**src/rtl/core/assert_macros.svh**
```systemverilog
// assertion macros shared by the core modules
// expects i_clk and i_rst_n in the module that uses them
`ifndef ASSERT_MACROS_SVH
`define ASSERT_MACROS_SVH

// property must hold at every edge out of reset
`define CHK_ASSERT(lbl, prop, msg) \
    lbl: assert property (@(posedge i_clk) disable iff (!i_rst_n) prop) else $error(msg);

// condition must never be seen out of reset
`define CHK_NEVER(lbl, cond, msg) \
    lbl: assert property (@(posedge i_clk) disable iff (!i_rst_n) !(cond)) else $error(msg);

`endif

```
**src/rtl/core/bllls_pkg.sv**
```systemverilog
// shared types, constants and command structs of the line sampler
// no dependencies
`timescale 1ns / 1ps

package bllls_pkg;

    localparam int DEF_MAX_WIDTH   = 256;
    localparam int DEF_MAX_HEIGHT  = 256;
    localparam int DEF_MAX_SAMPLES = 64;
    localparam int DEF_FRAC_BITS   = 8;

    localparam int COORD_W = 18;
    localparam int CFG_W   = 9;
    localparam int CNT_W   = 7;
    localparam int IDX_W   = 6;
    localparam int LIGHT_W = 16;
    localparam int CHAN_W  = 8;
    localparam int PIX_W   = 24;
    localparam int LUMA_W  = 24;

    localparam logic [15:0] W_RED   = 16'd19595;
    localparam logic [15:0] W_GREEN = 16'd38470;
    localparam logic [15:0] W_BLUE  = 16'd7471;

    localparam logic [CFG_W-1:0] CFG_RESET = 9'd256;

    typedef enum logic {
        OP_WRITE  = 1'b0,
        OP_SAMPLE = 1'b1
    } t_op;

    typedef enum logic {
        CFG_WIDTH  = 1'b0,
        CFG_HEIGHT = 1'b1
    } t_cfg_idx;

    typedef struct packed {
        logic       wr_pix;
        logic       load;
        logic       fix;
        logic       point;
        logic       weight;
        logic       rd;
        logic       luma;
        logic       mul;
        logic       acc;
        logic       emit;
        logic [1:0] tap;
    } t_cmd;

    typedef struct packed {
        logic div_busy;
        logic oob;
        logic last;
        logic out_free;
    } t_sts;

endpackage

```
**src/rtl/core/bllls_ctrl.sv**
```systemverilog
// controller: sequences pixel writes, line set-up and per-sample interpolation
// depends on bllls_pkg, assert_macros.svh
`timescale 1ns / 1ps

`include "assert_macros.svh"

module bllls_ctrl (
    input  logic            i_clk,
    input  logic            i_rst_n,
    input  logic            i_in_valid,
    input  logic            i_in_op,
    output logic            o_in_ready,
    input  bllls_pkg::t_sts i_sts,
    output bllls_pkg::t_cmd o_cmd
);
    import bllls_pkg::*;

    typedef enum logic [8:0] {
        S_IDLE   = 9'b000000001,
        S_DIV    = 9'b000000010,
        S_POINT  = 9'b000000100,
        S_WEIGHT = 9'b000001000,
        S_RD     = 9'b000010000,
        S_LUMA   = 9'b000100000,
        S_MUL    = 9'b001000000,
        S_ACC    = 9'b010000000,
        S_EMIT   = 9'b100000000
    } t_state;

    t_state     r_state, n_state;
    logic [1:0] r_tap, n_tap;
    logic       accept;

    assign o_in_ready = r_state == S_IDLE;
    assign accept     = i_in_valid && o_in_ready;

    always_comb begin
        n_state = r_state;
        n_tap   = r_tap;
        o_cmd   = '0;
        o_cmd.tap = r_tap;
        unique case (r_state)
            S_IDLE: begin
                if (accept && i_in_op == OP_SAMPLE) begin
                    o_cmd.load = 1'b1;
                    n_state    = S_DIV;
                end else if (accept) begin
                    o_cmd.wr_pix = 1'b1;
                end
            end
            S_DIV: begin
                if (!i_sts.div_busy) begin
                    o_cmd.fix = 1'b1;
                    n_state   = S_POINT;
                end
            end
            S_POINT: begin
                o_cmd.point = 1'b1;
                n_state     = S_WEIGHT;
            end
            S_WEIGHT: begin
                o_cmd.weight = 1'b1;
                n_tap        = '0;
                n_state      = i_sts.oob ? S_EMIT : S_RD;
            end
            S_RD: begin
                o_cmd.rd = 1'b1;
                n_state  = S_LUMA;
            end
            S_LUMA: begin
                o_cmd.luma = 1'b1;
                n_state    = S_MUL;
            end
            S_MUL: begin
                o_cmd.mul = 1'b1;
                n_state   = S_ACC;
            end
            S_ACC: begin
                o_cmd.acc = 1'b1;
                n_tap     = r_tap + 1'b1;
                n_state   = (r_tap == 2'd3) ? S_EMIT : S_RD;
            end
            S_EMIT: begin
                if (i_sts.out_free) begin
                    o_cmd.emit = 1'b1;
                    n_state    = i_sts.last ? S_IDLE : S_POINT;
                end
            end
            default: n_state = S_IDLE;
        endcase
    end

    always_ff @(posedge i_clk) begin
        if (!i_rst_n) begin
            r_state <= S_IDLE;
            r_tap   <= '0;
        end else begin
            r_state <= n_state;
            r_tap   <= n_tap;
        end
    end

    `CHK_ASSERT(a_last_to_idle, (r_state == S_EMIT) && i_sts.out_free && i_sts.last |=> r_state == S_IDLE, "last sample did not end the query")
    `CHK_NEVER(a_ready_busy, o_in_ready && i_sts.div_busy, "input taken while divider busy")
    `CHK_ASSERT(a_four_taps, (r_state == S_ACC) && (r_tap == 2'd3) |=> r_state == S_EMIT, "corner sequence did not close")
endmodule

```
**config.mk**
```make
export PLATFORM = sky130hd
export DESIGN_NAME = bllls_ctrl
export DESIGN_NICKNAME = d
export VERILOG_FILES = /design/src/rtl/core/bllls_pkg.sv /design/src/rtl/core/bllls_ctrl.sv
export VERILOG_INCLUDE_DIRS = /design/src /design/src/rtl/core
export SDC_FILE = /design/constraint.sdc
export NUM_CORES = 1
export LEC_CHECK = 0
export ABC_AREA = 1
export BUFFER_PORTS_ARGS = -buffer_cell sky130_fd_sc_hd__buf_2
export CAP_MARGIN = 20
export CORE_MARGIN = 5
export CORE_UTILIZATION = 32
export CTS_CLUSTER_DIAMETER = 120
export CTS_CLUSTER_SIZE = 10
export DETAILED_ROUTE_END_ITERATION = 10
export GPL_ROUTABILITY_DRIVEN = 0
export GPL_TIMING_DRIVEN = 0
export SYNTH_ARGS = -nofsm -noshare
export SYNTH_HDL_FRONTEND = slang
export SYNTH_SLANG_ARGS = --single-unit
```
**constraint.sdc**
```tcl
create_clock -name i_clk -period 2.7 [get_ports i_clk]
set_input_delay 0.135 -clock i_clk [delete_from_list [all_inputs] [get_ports i_clk]]
set_output_delay 0.135 -clock i_clk [all_outputs]
set_load 0.02 [all_outputs]
```
==> flow_summary.json, run 1 <==
{
  "status": "complete, no violations",
  "ir_drop_mv": 0.193,
  "vias": 765,
  "worst_pin_slew_ps": 249,
  "slew_violations": 0,
  "drc": 0,
  "synth-xor-area-share": 0,
  "power_density_mw_per_mm2": 402,
  "die_w_um": 58.2,
  "wirelength_um": 1750,
  "hpwlAfterDp_um": 1470,
  "seq_power_share": 0.470,
  "cpMaxStageDelayCell": "dfxtp_1",
  "synth_mux_area_frac": 0,
  "via_per_inst": 4.42,
  "fin_skew_ps": 2.75,
  "rsz0062_at_grt": "false",
  "synth-seq-cells": 11,
  "final_util": 0.407,
  "antenna_cells": 0,
  "die-area_mm2": 0.00339,
  "clkLatencyLatePin_ps": 270,
  "drive_gt1_frac": 0.262,
  "grt_max_degree": 9,
  "die_h_um": 58.2,
  "place_inst": 169,
  "clockRootBuffer": "clkbuf_4",
  "layout_commonest_cell": "inv_1",
  "crit_type": "reg -> out",
  "cap_violations": 0,
  "critPathLaunchType": "flip-flop",
  "core_area_mm2": 0.00221,
  "numCtsBuffers": 3,
  "synth_nets": 131,
  "synth_top_family_by_area": "simple AND/OR/NAND/NOR gates",
  "finalSetupViolCount": 0,
  "final-hold-violation-count": 0,
  "combPwrFrac": 0.225,
  "crit_buf_inv": 3,
  "period_needed_ps": 1550,
  "row_count": 17,
  "p_leak_nw": 0.577,
  "path_clk_slew_ps": 70,
  "synth-compound-area-share": 0.0588,
  "synthAdderAreaFrac": 0.0168,
  "yosys_warnings": 0,
  "syn-cell-area_um2": 744,
  "syn_inst": 122,
  "switching_share": 0.309,
  "area_delta_synth_final_pct": 21.0,
  "portBuffers": 19,
  "cp_common_cell": "nor2_2",
  "ys_seq_area_frac": 0.296,
  "internal-power_mw": 0.250,
  "hold_buffers": 0,
  "critPathMaxStageDelay_ps": 350,
  "power_frac_clock": 0.304,
  "crit_chain": "nor2_2 -> nand2_2 -> inv_2 -> nand2_4 -> nor2_2 -> nand2_1 -> inv_1 -> buf_2",
  "timing.setup.tns_ps": 0,
  "critPathLaunch": "r_state[5]$_SDFFE_PN0P_",
  "fin_crit_sh": 0.576,
  "cts.path.max_buffers": 2,
  "grt_pass1_vias": 721,
  "final_cell_mix": "inv_1, nand2_1, buf_2",
  "htree_levels": 1,
  "fin_ws_ps": 1150,
  "post_cts_resized": 0,
  "r2r-start": "r_state[3]$_SDFFE_PN0P_",
  "final_antenna_net_count": 0,
  "worstPathRequired_ps": 2570,
  "layout.cells.non_filler": 173,
  "end_kind": "primary output",
  "ios": 21,
  "post-place-ws_ps": 1380,
  "grt_pass1_wl_um": 2860,
  "synth-simple-area-share": 0.471,
  "cts_tree": "done",
  "synth_cell_types": 20,
  "grt_usage": 0.107,
  "drtPass1Iterations": 3,
  "arrival_ps": 1420,
  "cts_setup_buffers": 0,
  "hold_path.startpoint": "i_sts[1]",
  "crit_family": "simple AND/OR/NAND/NOR gates",
  "hp-class": "in -> reg",
  "wire_per_inst_um": 10.1,
  "p_sw_mw": 0.112,
  "grt_overflow": 0,
  "fmax_ghz": 0.643,
  "slew_headroom": 0.834,
  "clkSinkCount": 11,
  "synth.avg_cell_area_um2": 6.10,
  "nets": 155,
  "antenna_found_initial": 0,
  "initial_core_util": 0.337,
  "crit_fanout": 4,
  "drt_iter0_drc": 21
}
==> per-stage QoR <==
step                      power [mW]  instance area (um^2)  hold WS [ps]
after floorplan                0.232                   744           320
after global placement         0.255                   875           441
after detailed placement       0.256                   875           440
after CTS                      0.367                   901           161
after global routing           0.384                   901           177
final                          0.362                   901           169
==> power by group through the flow <==
stage / combinational, mW / clock [mW] / sequential [mW]
3_5_place_dp: 0.0820 / 0 / 0.174
4_1_cts: 0.0822 / 0.115 / 0.170
2_1_floorplan: 0.0595 / 0 / 0.173
5_1_grt: 0.0907 / 0.123 / 0.171
6_report: 0.0816 / 0.110 / 0.170
3_3_place_gp: 0.0813 / 0 / 0.174
==> sequential cells by signal (all words and copies together), names as in the netlist <==
name and flops:
r_tap 2, r_state 9
==> Yosys cell counts, drive strengths merged <==
master   n  area share
a21oi    4       0.027
clkbuf   1      0.0067
dfxtp   11        0.30
ha       1       0.017
inv     30        0.15
nand2   29        0.17
nand3   15        0.11
nand4    1      0.0084
nor2    21        0.13
nor3     4       0.027
nor4     1       0.029
o211ai   1       0.010
o21ai    2       0.013
o22ai    1      0.0084
==> layout make-up <==
class	instances	area (um^2)
fillers	245	1310
well taps	28	35.0
flip-flops and latches	11	220
multi-input cells	80	407
repair buffers	19	95.1
plain buffers	1	5.00
inverters	30	113
clock buffers	4	26.3
==> final timing paths <==
kind | to | cells past startpoint | slack [ps]
hold reg to reg | r_tap[0]$_SDFFE_PN0P_ | 1 | 490
setup reg to reg | r_state[0]$_SDFFE_PN1P_ | 10 | 1370
hold / removal | r_state[2]$_SDFFE_PN0P_ | 4 | 170
setup / recovery | o_cmd[7] | 8 | 1150
==> worst min-delay path, stage by stage <==
cell	delay [ps]
buf_2	90
nor2_1	40
nor2_1	80
nor3_1	50
==> per-layer routing <==
layer  up-vias  track usage  share of wire
li1        418            -              -
met1       326        0.125           0.48
met2        17        0.184           0.45
met3         4       0.0178          0.057
met4         0       0.0596          0.017
met5         -            0              0
==> kinds of logic (layout without fill, tap and decap cells) <==
group,after synthesis,in the layout
buf+inv,31,54
fa+ha+maj,1,1
simple gates,71,71
compound gates,8,8
flops,11,11
No activity file was read; power rests on OpenSTA's default activity.
==> inputs of run 2 (changes only) <==
- ABC_AREA: 1 -> 0
- clock period: 2.7 -> 1.6 ns (I/O delays scaled with it)
==> flow_summary.json, run 2 <==
{
  "area_delta_synth_final_pct": 61.5,
  "synth_edf_count": 0,
  "synth_top_area_share": 0.304,
  "synth.largest_area_cell": "dfxtp_1",
  "syn-cell-area_um2": 724,
  "die_h_um": 57.6,
  "cts_tree": "done",
  "clkSinkCount": 11,
  "placed_area_um2": 898,
  "antenna_cells": 0,
  "cpMaxStageDelayCell": "or4_4",
  "ir_drop_mv": 0.268,
  "crit_type": "reg -> out",
  "vias": 831,
  "timing.setup.tns_ps": -3260,
  "drtPass1Iterations": 4,
  "ios": 21,
  "largest_registers": "r_state: 9 flops, r_tap: 2 flops",
  "hpwlAfterDp_um": 1380,
  "synthTopCellsByCount": "nor2_1, dfxtp_1, nand2_1",
  "worst_pin_slew_ps": 442,
  "fin_ws_ps": -341,
  "antenna_found_initial": 0,
  "synth-seq-cells": 11,
  "yosys_warnings": 0,
  "die_w_um": 57.6,
  "wirelength_um": 2200,
  "r2r_end": "r_state[6]$_SDFFE_PN0P_",
  "clkLatencyLatePin_ps": 280,
  "power_density_mw_per_mm2": 552,
  "via_per_inst": 5.40,
  "initial_core_util": 0.331,
  "final_cell_mix": "buf_2, buf_4, nor2_1",
  "final_antenna_net_count": 0,
  "ys_async_sr_fraction": 0,
  "synth.avg_cell_area_um2": 7.79,
  "die-area_mm2": 0.00332,
  "reg2reg_depth": 5,
  "path_clk_slew_ps": 80,
  "worstPathRequired_ps": 1520,
  "synth_ff_type": "dfxtp_1",
  "clockRootBuffer": "clkbuf_4",
  "fin_skew_ps": 5.36,
  "grt_pass1_vias": 761,
  "reg2reg_setup_slack_ps": -240,
  "design_area_mm2": 0.00117,
  "place_inst": 141,
  "fmax_ghz": 0.515,
  "ys_seq_area_frac": 0.304,
  "rsz0062_at_grt": "true",
  "critPathLaunchType": "flip-flop",
  "drc": 0,
  "synth_cell_types": 38,
  "r2r-start": "r_state[4]$_SDFFE_PN0P_",
  "cap_violations": 0,
  "grt_max_degree": 11,
  "p_leak_nw": 0.525,
  "failed_checks": "setup timing",
  "min_path_cells": 3,
  "core_area_mm2": 0.00219,
  "numCtsBuffers": 3,
  "synth_nets": 102,
  "nets": 136,
  "layout.cells.non_filler": 154,
  "finalSetupViolCount": 13,
  "slew_headroom": 0.704,
  "slew_violations": 0,
  "arrival_ps": 1860,
  "hold_path.startpoint": "i_sts[2]",
  "grt_overflow": 0,
  "crit_chain": "or4_4 -> or3_4 -> nor4_4 -> buf_4",
  "layout_commonest_cell": "buf_2",
  "cts.path.max_buffers": 2,
  "largest_reg_flops": 9,
  "fin_crit_sh": 1.21,
  "critPathMaxStageDelay_ps": 570,
  "htree_levels": 1,
  "crit_fanout": 3,
  "post-place-ws_ps": -334,
  "wire_per_inst_um": 14.3,
  "yosysMostFrequentCell": "nor2_1",
  "period_needed_ps": 1940,
  "portBuffers": 20,
  "top_register": "r_state",
  "drt_iter0_drc": 20,
  "final-hold-violation-count": 0,
  "whs_endpoint": "r_state[8]$_SDFFE_PN0P_",
  "grt_usage": 0.137,
  "syn_inst": 93,
  "hp-class": "in -> reg",
  "end_kind": "primary output",
  "grt_pass1_wl_um": 3440,
  "drive_gt1_frac": 0.563,
  "status": "finished with violations",
  "row_count": 17,
  "synthTopCellsByArea": "dfxtp_1, nor2_1, nor4b_1"
}
-- run 2: cell count changes after synthesis, sizes merged, moves of 3 or more --
cell	before	now
a21oi	4	1
and3	0	3
and4	0	3
buf	0	3
clkbuf	1	4
inv	30	5
nand2	29	6
nand3	15	4
nor2	21	12
nor4	1	4
nor4b	0	3
-- run 2: where the power goes --
group / internal (mW) / leakage (nW) / switching, mW / total [mW]
Combinational: 0.0755 / 0.419 / 0.0860 / 0.162
Clock: 0.0970 / 0.0150 / 0.109 / 0.206
Sequential: 0.275 / 0.0912 / 0.00372 / 0.278
-- run 2: layer usage --
layer,vias up,part of all wire,global-route usage
met1,400,0.39,0.150
met4,0,0.035,0.0960
met3,7,0.032,0.0317
li1,406,-,-
met2,18,0.54,0.229
met5,-,0,0
-- run 2: final cells by class --
cell class                      instances  area [um^2]
Buffer                                  4         28.8
Multi-Input combinational cell         70          596
Timing Repair Buffer                   32          234
Fill cell                             181         1020
Clock buffer                            4         26.3
Sequential cell                        11          231
Tap cell                               28         35.0
Inverter                                5         18.8
-- run 2: worst max-delay path, delay by kind of cell (launching register included) --
kind / cells / cell delay (ps)
buf+inv: 1 / 170
simple gates: 3 / 1070
flops: 1 / 340
-- run 2: through the flow --
stage	total power, mW	hold WS, ps	utilization
finish	0.646	50.3	0.534
CTS	0.625	53.3	0.489
floorplan	0.363	196	-
detailed placement	0.398	375	0.410
global placement	0.396	367	0.410
global route	0.681	53.0	0.534
-- run 2: worst max path at each step --
stage          depth (start not counted)               startpoint         to  slack (ps)
2_1_floorplan                          4  r_state[4]$_SDFFE_PN0P_   o_cmd[9]        -150
3_3_place_gp                           6  r_state[6]$_SDFFE_PN0P_  o_cmd[11]        -330
3_5_place_dp                           6  r_state[6]$_SDFFE_PN0P_  o_cmd[11]        -330
4_1_cts                                5  r_state[5]$_SDFFE_PN0P_  o_cmd[11]        -390
5_1_grt                                6  r_state[4]$_SDFFE_PN0P_  o_cmd[10]        -400
6_report                               4  r_state[4]$_SDFFE_PN0P_   o_cmd[9]        -340
-- run 2: cells by family (layout without fill, tap and decap cells) --
family          after synthesis  after routing  share of synthesized area
compound gates               17             17                      0.178
xor+xnor                      1              1                     0.0121
fa+ha+maj                     1              1                     0.0173
buf+inv                      12             45                     0.0760
flops                        11             11                      0.304
simple gates                 51             51                      0.413
-- run 2: what timing repair did --
item | 4_1_cts | 5_1_grt
hold buffers | 0 | 0
gates resized for setup | 29 | 26
cloned | 0 | 0
pin swaps | 11 | 10
setup buffers | 10 | 4
endpoints found under the setup margin | 19 | 19
